<file path="config.mk">
export PLATFORM = sky130hd
export DESIGN_NAME = gfc_delay
export DESIGN_NICKNAME = d
export VERILOG_FILES = /design/src/rtl/core/gfc_delay.sv
export SDC_FILE = /design/constraint.sdc
export NUM_CORES = 1
export LEC_CHECK = 0
export ABC_CLOCK_PERIOD_IN_PS = 2300
export BUFFER_PORTS_ARGS = -buffer_cell sky130_fd_sc_hd__buf_2
export CAP_MARGIN = 30
export CORE_MARGIN = 1
export CORE_UTILIZATION = 40
export CTS_BUF_LIST = sky130_fd_sc_hd__clkbuf_4 sky130_fd_sc_hd__clkbuf_8
export DETAILED_ROUTE_END_ITERATION = 6
export PLACE_DENSITY = 0.7
export SETUP_SLACK_MARGIN = 0.02
export SLEW_MARGIN = 20
export SYNTH_ARGS = -nofsm -noshare
export SYNTH_HDL_FRONTEND = slang
export SYNTH_SLANG_ARGS = --single-unit
</file>
<file path="constraint.sdc">
create_clock -name clk -period 2.3 [get_ports clk]
set_input_delay 0.345 -clock clk [delete_from_list [all_inputs] [get_ports clk]]
set_output_delay 0.345 -clock clk [all_outputs]
set_load 0.02 [all_outputs]
</file>
<file path="src/rtl/core/gfc_delay.sv">
// ----------------------------------------------------------------------------
// gfc_delay
// Fixed-depth register line with a shared advance enable.
// ----------------------------------------------------------------------------
`default_nettype none

module gfc_delay #(
    parameter int WIDTH = 8,
    parameter int DEPTH = 2
) (
    input  wire logic             clk,
    input  wire logic             rst_n,
    input  wire logic             en,
    input  wire logic [WIDTH-1:0] d,
    output logic      [WIDTH-1:0] q
);

    logic [WIDTH-1:0] line_reg [DEPTH];

    always_ff @(posedge clk or negedge rst_n)
    begin
        if (!rst_n)
        begin
            for (int i = 0; i < DEPTH; i++)
            begin
                line_reg[i] <= '0;
            end
        end
        else if (en)
        begin
            line_reg[0] <= d;
            for (int i = 1; i < DEPTH; i++)
            begin
                line_reg[i] <= line_reg[i-1];
            end
        end
    end

    assign q = line_reg[DEPTH-1];

endmodule

`default_nettype wire

</file>
==> impl_metrics.json <==
{
  "coreArea_sq_um": 1577,
  "worstSetupPathType": "register to primary output",
  "cp_slowest_cell": "dfrtp_1",
  "numClockSinks": 16,
  "instances_no_fill": 71,
  "grt_overflow": 0,
  "ir_drop_uv": 457.4,
  "synth-compound-area-share": 0,
  "cp_num_buf_inv": 1,
  "htreeDepth": 1,
  "synthFlopType": "dfrtp_1",
  "place.port_buffers": 18,
  "nets": 67,
  "synth-warning-count": 0,
  "timing.fmax_ghz": 0.8465,
  "grt_use_total": 0.1105,
  "setup_viol": 0,
  "worstPathCellList": "buf_2",
  "yosysMostFrequentCell": "dfrtp_1",
  "r2r-start": "line_reg[11]$_DFFE_PN0P_",
  "die_w_um": 44.12,
  "num_antenna_cells": 0,
  "first_global_vias": 307,
  "ys_types": 6,
  "antenna_found_initial": 0,
  "synth-edff-count": 0,
  "synth_cells": 42,
  "syn_area_sq_um": 709.4,
  "cts_tree": "done",
  "grt_pass1_wl_um": 1469,
  "syn_nets": 53,
  "cp.arrival_ps": 840,
  "vias_per_cell": 4.817,
  "first_pass_iters": 5,
  "setup_tns_ps": 0,
  "ctsLongestPathBuffers": 2,
  "synth-xor-area-share": 0,
  "cp-startpoint": "q[2]$_DFFE_PN0P_",
  "cp-start-kind": "register",
  "insertion_delay_ps": 290,
  "seq_area_frac_synth": 0.5644,
  "synth_top_cell_area_share": 0.5644,
  "ant_nets": 0,
  "cp-end-kind": "primary output",
  "hold_ws_ps": 284.2,
  "holdCritStartpoint": "d[5]",
  "fin_skew_ps": 0.9619,
  "status": "finished, final reports clean",
  "crit_family": "flip-flops",
  "synth.avg_cell_area_sq_um": 16.89,
  "yosysTopAreaCell": "dfrtp_1",
  "ys_ff_latch": 16,
  "max_stage_delay_ps": 390,
  "dieArea_sq_um": 1946,
  "min_path_type": "primary input to register",
  "clkTransAtPathRegs_ps": 90,
  "finalHoldViolCount": 0,
  "yosys.area_share.simple": 0,
  "syn2layout_area_growth_pct": 9.171,
  "cts_buffers": 3,
  "tightestPinTransition_ps": 441.4,
  "ios": 19,
  "vias": 342,
  "cp.required_ps": 1960,
  "cts_setup_buffers": 0,
  "rsz0062_at_grt": "false",
  "grt_max_degree": 17,
  "die_y_um": 44.12,
  "finalCritPeriodShare": 0.5136,
  "initial_core_util": 0.4500,
  "drive_above_1_share": 0.6909,
  "dp_cells": 66,
  "ys_top_cells_by_count": "dfrtp_1, mux2_4, buf_4",
  "gp_congestion": 0.5976,
  "fill_cells": 149,
  "wirelength_um": 893,
  "post_cts_resize_count": 0,
  "wl_per_cell_um": 12.58,
  "ys_async_sr_fraction": 1.000,
  "final_util": 0.4913,
  "p_per_area_nw_per_um2": 821.9,
  "power_mw": 0.6366,
  "yosys-top-cells-area": "dfrtp_1, mux2_4, mux2_2",
  "cts_root_buffer": "clkbuf_4",
  "synth_top_family_by_area": "multiplexers",
  "slew_violations": 0,
  "fp-row-count": 14,
  "drcViolationCount": 0,
  "yosys.area_share.adder": 0,
  "synth.mux.area_fraction": 0.3069,
  "relSlewSlack": 0.7058,
  "finalCriticalPeriod_ps": 1181,
  "cap_viol_max_count": 0,
  "drt-initial-drc-count": 4,
  "cp_max_fo": 2,
  "power_leakage_nw": 0.3894
}
## routing by layer
| layer | GRT usage | vias to the layer above | routed length, um |
|---|---|---|---|
| li1 | - | 160 | - |
| met1 | 0.1440 | 165 | 431 |
| met2 | 0.1471 | 14 | 377 |
| met3 | 0.07347 | 3 | 67 |
| met4 | 0.03636 | 0 | 17 |
| met5 | 0 | - | 0 |
## cell type report
type | count | area [sq um] | area share
clock buffers | 4 | 36.28 | 0.04685
multi-input cells | 16 | 217.7 | 0.2811
flip-flops and latches | 16 | 400.4 | 0.5170
well taps | 16 | 20.02 | 0.02585
repair buffers | 19 | 100.1 | 0.1292
## timing repair
action                                 CTS  global route
hold buffers                             1             0
endpoints found under the hold margin   16             0
setup endpoints to repair                0             0
## placed cells by master (no fill, tap or decap)
master,n
mux2_2,6
mux2_4,10
clkbuf_8,1
dfrtp_1,16
dlygate4sd3_1,1
buf_2,18
clkbuf_4,3
## kinds of logic (layout without fill, tap and decap cells)
family,count (synthesis),after routing
flip-flops,16,16
buffers and inverters,10,23
multiplexers,16,16
## metrics by stage
stage | setup WS, ps | area (sq um)
after floorplan | 1293 | 709.4
after global placement | 1092 | 728.2
after detailed placement | 1064 | 728.2
after CTS | 1100 | 774.5
after global routing | 1073 | 774.5
final | 1119 | 774.5
## report_power, final
part	leakage, nW	switching, mW	internal (mW)
Combinational	0.181	0.0554	0.0642
Clock	0.0210	0.0863	0.0965
Sequential	0.187	0.0181	0.316
Total	0.389	0.160	0.477
## final timing paths
check                                           end  slack (ps)  cells after the start
min                        line_reg[13]$_DFFE_PN0P_         280                      2
min in group asynchronous          q[0]$_DFFE_PN0P_         490                      2
min reg2reg                        q[7]$_DFFE_PN0P_         510                      1
max                                            q[2]        1120                      1
max in group asynchronous  line_reg[14]$_DFFE_PN0P_        1560                      2
max reg2reg                line_reg[11]$_DFFE_PN0P_        1530                      1
Note: power is estimated with default switching activity, not from simulation.
