### config.mk
export PLATFORM = sky130hd
export DESIGN_NAME = gfc_mul
export DESIGN_NICKNAME = d
export VERILOG_FILES = /design/src/rtl/core/gfc_pkg.sv /design/src/rtl/core/gfc_mul.sv
export SDC_FILE = /design/constraint.sdc
export NUM_CORES = 2
export LEC_CHECK = 0
export BUFFER_PORTS_ARGS = -buffer_cell sky130_fd_sc_hd__buf_2
export CAP_MARGIN = 20
export CORE_ASPECT_RATIO = 2
export CORE_UTILIZATION = 60
export CTS_CLUSTER_DIAMETER = 30
export CTS_CLUSTER_SIZE = 40
export DETAILED_ROUTE_END_ITERATION = 12
export PLACE_DENSITY = 0.91
export SYNTH_ARGS = -nofsm -noshare
export SYNTH_HDL_FRONTEND = slang
export SYNTH_SLANG_ARGS = --single-unit
### constraint.sdc
create_clock -name clk -period 8 [get_ports clk]
set_input_delay 0 -clock clk [delete_from_list [all_inputs] [get_ports clk]]
set_output_delay 0 -clock clk [all_outputs]
set_load 0.01 [all_outputs]
### src/rtl/core/gfc_pkg.sv
// ----------------------------------------------------------------------------
// gfc_pkg
// Shared constants and types for the pairwise 2D gravity force pipeline.
// ----------------------------------------------------------------------------
`default_nettype none

package gfc_pkg;

    localparam int CHUNK_BITS     = 16;
    localparam int SQRT_FRAC_BITS = 16;
    localparam int OUT_BITS       = 48;
    localparam int GAIN_BITS      = 32;
    localparam int SHIFT_BITS     = 6;
    localparam int CFG_IDX_BITS   = 1;
    localparam int CFG_DATA_BITS  = 32;

    localparam logic [GAIN_BITS-1:0]  GAIN_RESET  = GAIN_BITS'(1);
    localparam logic [SHIFT_BITS-1:0] SHIFT_RESET = '0;

    localparam logic [OUT_BITS-1:0] OUT_MAX_POS = {1'b0, {(OUT_BITS-1){1'b1}}};
    localparam logic [OUT_BITS-1:0] OUT_MAX_NEG = {1'b1, {(OUT_BITS-1){1'b0}}};

    typedef enum logic [CFG_IDX_BITS-1:0] {
        REG_GAIN  = 1'b0,
        REG_SHIFT = 1'b1
    } cfg_reg_t;

    typedef struct packed {
        logic vld;
        logic neg_x;
        logic neg_y;
        logic coinc;
    } side_t;

endpackage

`default_nettype wire

### src/rtl/core/gfc_mul.sv
// ----------------------------------------------------------------------------
// gfc_mul
// Pipelined unsigned multiplier: one 16-bit slice of b per stage.
// ----------------------------------------------------------------------------
`default_nettype none

module gfc_mul #(
    parameter int AW = 32,
    parameter int BW = 32
) (
    input  wire logic             clk,
    input  wire logic             en,
    input  wire logic [AW-1:0]    a,
    input  wire logic [BW-1:0]    b,
    output logic      [AW+BW-1:0] p
);

    localparam int CW  = gfc_pkg::CHUNK_BITS;
    localparam int L   = (BW + CW - 1) / CW;
    localparam int BPW = L * CW;
    localparam int PW  = AW + BW;
    localparam int PPW = AW + CW;

    logic [AW-1:0]  a_reg   [L];
    logic [BPW-1:0] b_reg   [L];
    logic [PW-1:0]  acc_reg [L];
    logic [BPW-1:0] b_pad;

    assign b_pad = BPW'(b);

    for (genvar k = 0; k < L; k++)
    begin : g_stage
        logic [AW-1:0]  a_in;
        logic [BPW-1:0] b_in;
        logic [PW-1:0]  acc_in;
        logic [PPW-1:0] pp;

        if (k == 0)
        begin : g_first
            assign a_in   = a;
            assign b_in   = b_pad;
            assign acc_in = '0;
        end
        else
        begin : g_next
            assign a_in   = a_reg[k-1];
            assign b_in   = b_reg[k-1];
            assign acc_in = acc_reg[k-1];
        end

        assign pp = a_in * b_in[k*CW +: CW];

        always_ff @(posedge clk)
        begin
            if (en)
            begin
                acc_reg[k] <= acc_in + (PW'(pp) << (k * CW));
            end
        end

        if (k < L - 1)
        begin : g_carry
            always_ff @(posedge clk)
            begin
                if (en)
                begin
                    a_reg[k] <= a_in;
                    b_reg[k] <= b_in;
                end
            end
        end
    end

    assign p = acc_reg[L-1];

endmodule

`default_nettype wire

==> results.md <==
* Drt pass-1 iters at 8
* Max Cap Viol at 0
* Final count of hold timing violations at 0
* First-pass GRT wire length at 180000 microns
* Critical Path Most Common Cell: fa_1
* Hold crit path type: in2reg
* Worst-path fanout max at 6
* Design area at 42200 sq um
* Number of flops mapped to enable cells by yosys at 160
* Synth Cell Area at about 40000 sq um
* Mapped Cells at 4181
* Via density at 6.11
* Main synth FF type: edfxtp_1
* Vias at 31.3k
* Worst slew pin tran at 0.951 ns
* Max-slew headroom at 36.6%
* Most common cell in the netlist: inv_1
* XOR/XNOR Fraction of Synth Area at 2.74%
* DIE WIDTH at 182 microns
* Synth top area share at a little over two fifths
* Starting Density at 60.9%
* R2R Setup Slk at -0.10 ns
* Area Growth Syn to Fin at 8.41%
* Crit Path Class: reg2reg
* RSZ-0062 raised after global routing: true
* Layout Skew at 0.0169 ns
* Post-Route WL at 113000 microns
* Post-synthesis compound-gate area fraction at 6.17%
* Synth Register Bits at 160
* Crit. End Element: flop
* Overall Global Routing Usage at 36.1%
* Port bufs at 129
* Post-synthesis adder-cell area fraction at 51.8%
* Seq/Total Area, Yosys at 12.3%
* Inserted Clock Buffers at 17
* Reg2Reg Launch Point: a_reg[0][8]
* DR WL/cell at 22.1 microns
* Largest cells by area after synthesis: fa_1 (43%), edfxtp_1 (12%), ha_1 (8.8%)
* Pin count of the biggest net entering global routing at 92
* Die height at 362 microns
* Worst-skew pair later-pin latency at ~0.50 ns
* Grt ovf at 0
* Min cycle time layout at 8.10 ns
* Most area-hungry cell type in the Yosys netlist: fa_1
* Failing checks: setup timing
* Hold path start: a[11]
* Clock tree buffer depth at 2
* Post-Synth Simple-Gate Area at 15.4%
* Worst Path Arrival at 8.42 ns
* GP Congestion at between 0.9 and 1
* CTS sink cnt at 160
* Clk pin slew, worst setup/hold paths at 0.09 ns
* Initial antenna violation count at 1
* Hold depth at 1
* Top cells by count, synth: inv_1 (876), fa_1 (837), nand2_1 (787)
* CP startpoint: a_reg[0][8]
* Layout cells sized above 1 at approximately a tenth
* Yosys cell types at 74
* H-Tree Depth at 4
* Placement Rows at 131
* DIE AREA at 66000 sq um
* Hold path endpoint: a_reg[0][11]
* TritonCTS clock tree: done
* Synth Warn # at 0
* Mapped Nets at 5358
* Clock root cell: clkbuf_16
* Mux share of post-synthesis cell area at 0.0803%
* Outcome: finished, violations left
* Reg-to-Reg End: acc_reg[0][123]
* Largest register FFs at 112
* Initial drt markers at 2697
* Final Slew Violations at 0
* I/O Pins at 130
* Worst path slowest cell: fa_1
* Critical path startpoint category: flop
* Critical path data required time at 8.32 ns
* Largest family of logic cells by synthesized area: adder cells
* Setup Viol. Count Final at 12
* Period utilisation layout at 101%
* DP Area at about 40000 sq um
* Vias in the first global route at approximately 36k
* Total core area at 63900 sq um
* Share of flip-flops with an asynchronous set or reset at 0%
* Fmax at around 0.12 GHz
* DRC errors left at 0
* Mean Syn Cell Area at 9.31 sq um
* CP peak stage delay at 0.59 ns
* Cells on worst reg2reg path at 31
* Final WS setup at -0.103 ns
* DP Wirelength at 89300 microns
* Post-layout net count at roughly 5.5k
* Final ANT Viol Nets at 0
[cells in the final DEF (no fill, tap or decap), types with 21 or more instances in the layout]
cell	netlist	routed
xor2_1	33	32
xnor2_1	87	86
inv_1	876	869
and2_1	309	306
fa_1	837	833
ha_1	274	269
o21ai_0	53	50
dlygate4sd3_1	0	44
edfxtp_1	160	160
o21bai_1	21	21
nand3_1	33	29
nand2_1	787	784
buf_2	1	128
a21oi_1	109	100
a21o_1	58	58
nor2_1	71	65
buf_4	64	168
nor3_1	23	21
[worst max path at each step]
stage	endpoint	cells after the start
global placement	acc_reg[0][126]	32
global route	acc_reg[0][123]	31
floorplan	acc_reg[0][126]	33
finish	acc_reg[0][123]	31
detailed placement	acc_reg[0][123]	32
CTS	acc_reg[0][123]	32
[final cells by class]
class / count / area, sq um
antenna: 1 / 2.50
clock inverter: 15 / 204
inverter: 876 / 3290
timing repair buffer: 353 / 2500
fill: 4501 / 21700
sequential: 160 / 4800
clock buffer: 17 / 425
tap: 798 / 998
multi-input combinational: 2903 / 30000
[worst max-delay path, delay by kind of cell, from the launching register on]
kind	cells	cell delay (ns)
xor gates and xnor gates	2	0.34
AOI/OAI and AO/OA	7	1.33
and+or+nand+nor	9	1.55
DFF	1	0.46
adders and majority gates	8	3.69
buffers and inverters	5	0.51
[routing by layer]
layer / vias to the layer above / wire length [microns] / GRT usage [%] / share of wire, %
met5: - / 0 / 0 / 0
met4: 0 / 11400 / 31.8 / 10
met3: 879 / 10100 / 7.11 / 8.9
met2: 2178 / 57900 / 63.3 / 51
met1: 15400 / 33900 / 36.2 / 30
li1: 12800 / - / - / -
[logic make-up after synthesis]
kind of cell,after synthesis
buffers and inverters,1118
AND/OR/NAND/NOR,1308
XOR/XNOR,121
multiplexers,3
AO/OA/AOI/OAI,360
adder cells (fa/ha/maj),1111
flip-flops,160
[metrics by stage]
stage	hold slack [ns]	instances	setup WS (ns)	util [%]	setup TNS (ns)
floorplan	0.0989	4181	0.0276	-	0
global placement	0.178	5030	-0.0259	63.7	-0.0697
detailed placement	0.183	5030	-0.187	63.7	-1.36
CTS	0.00189	5113	-0.00503	65.6	-0.0120
global route	0.0160	5122	-0.355	66.0	-4.41
finish	0.0190	5123	-0.103	66.0	-0.758
[repair_timing]
item / 4_1_cts / 5_1_grt
hold buffers: 44 / 0
buffers inserted: 7 / 8
hold endpoints to repair: 44 / 0
endpoints found under the setup margin: 16 / 24
pin swaps: 17 / 25
gates resized for setup: 29 / 52
gates cloned: 0 / 0
Power is left out: the tool's default activity adds up to more than one toggle a clock period on the data nets, which glitch-free logic cannot reach.
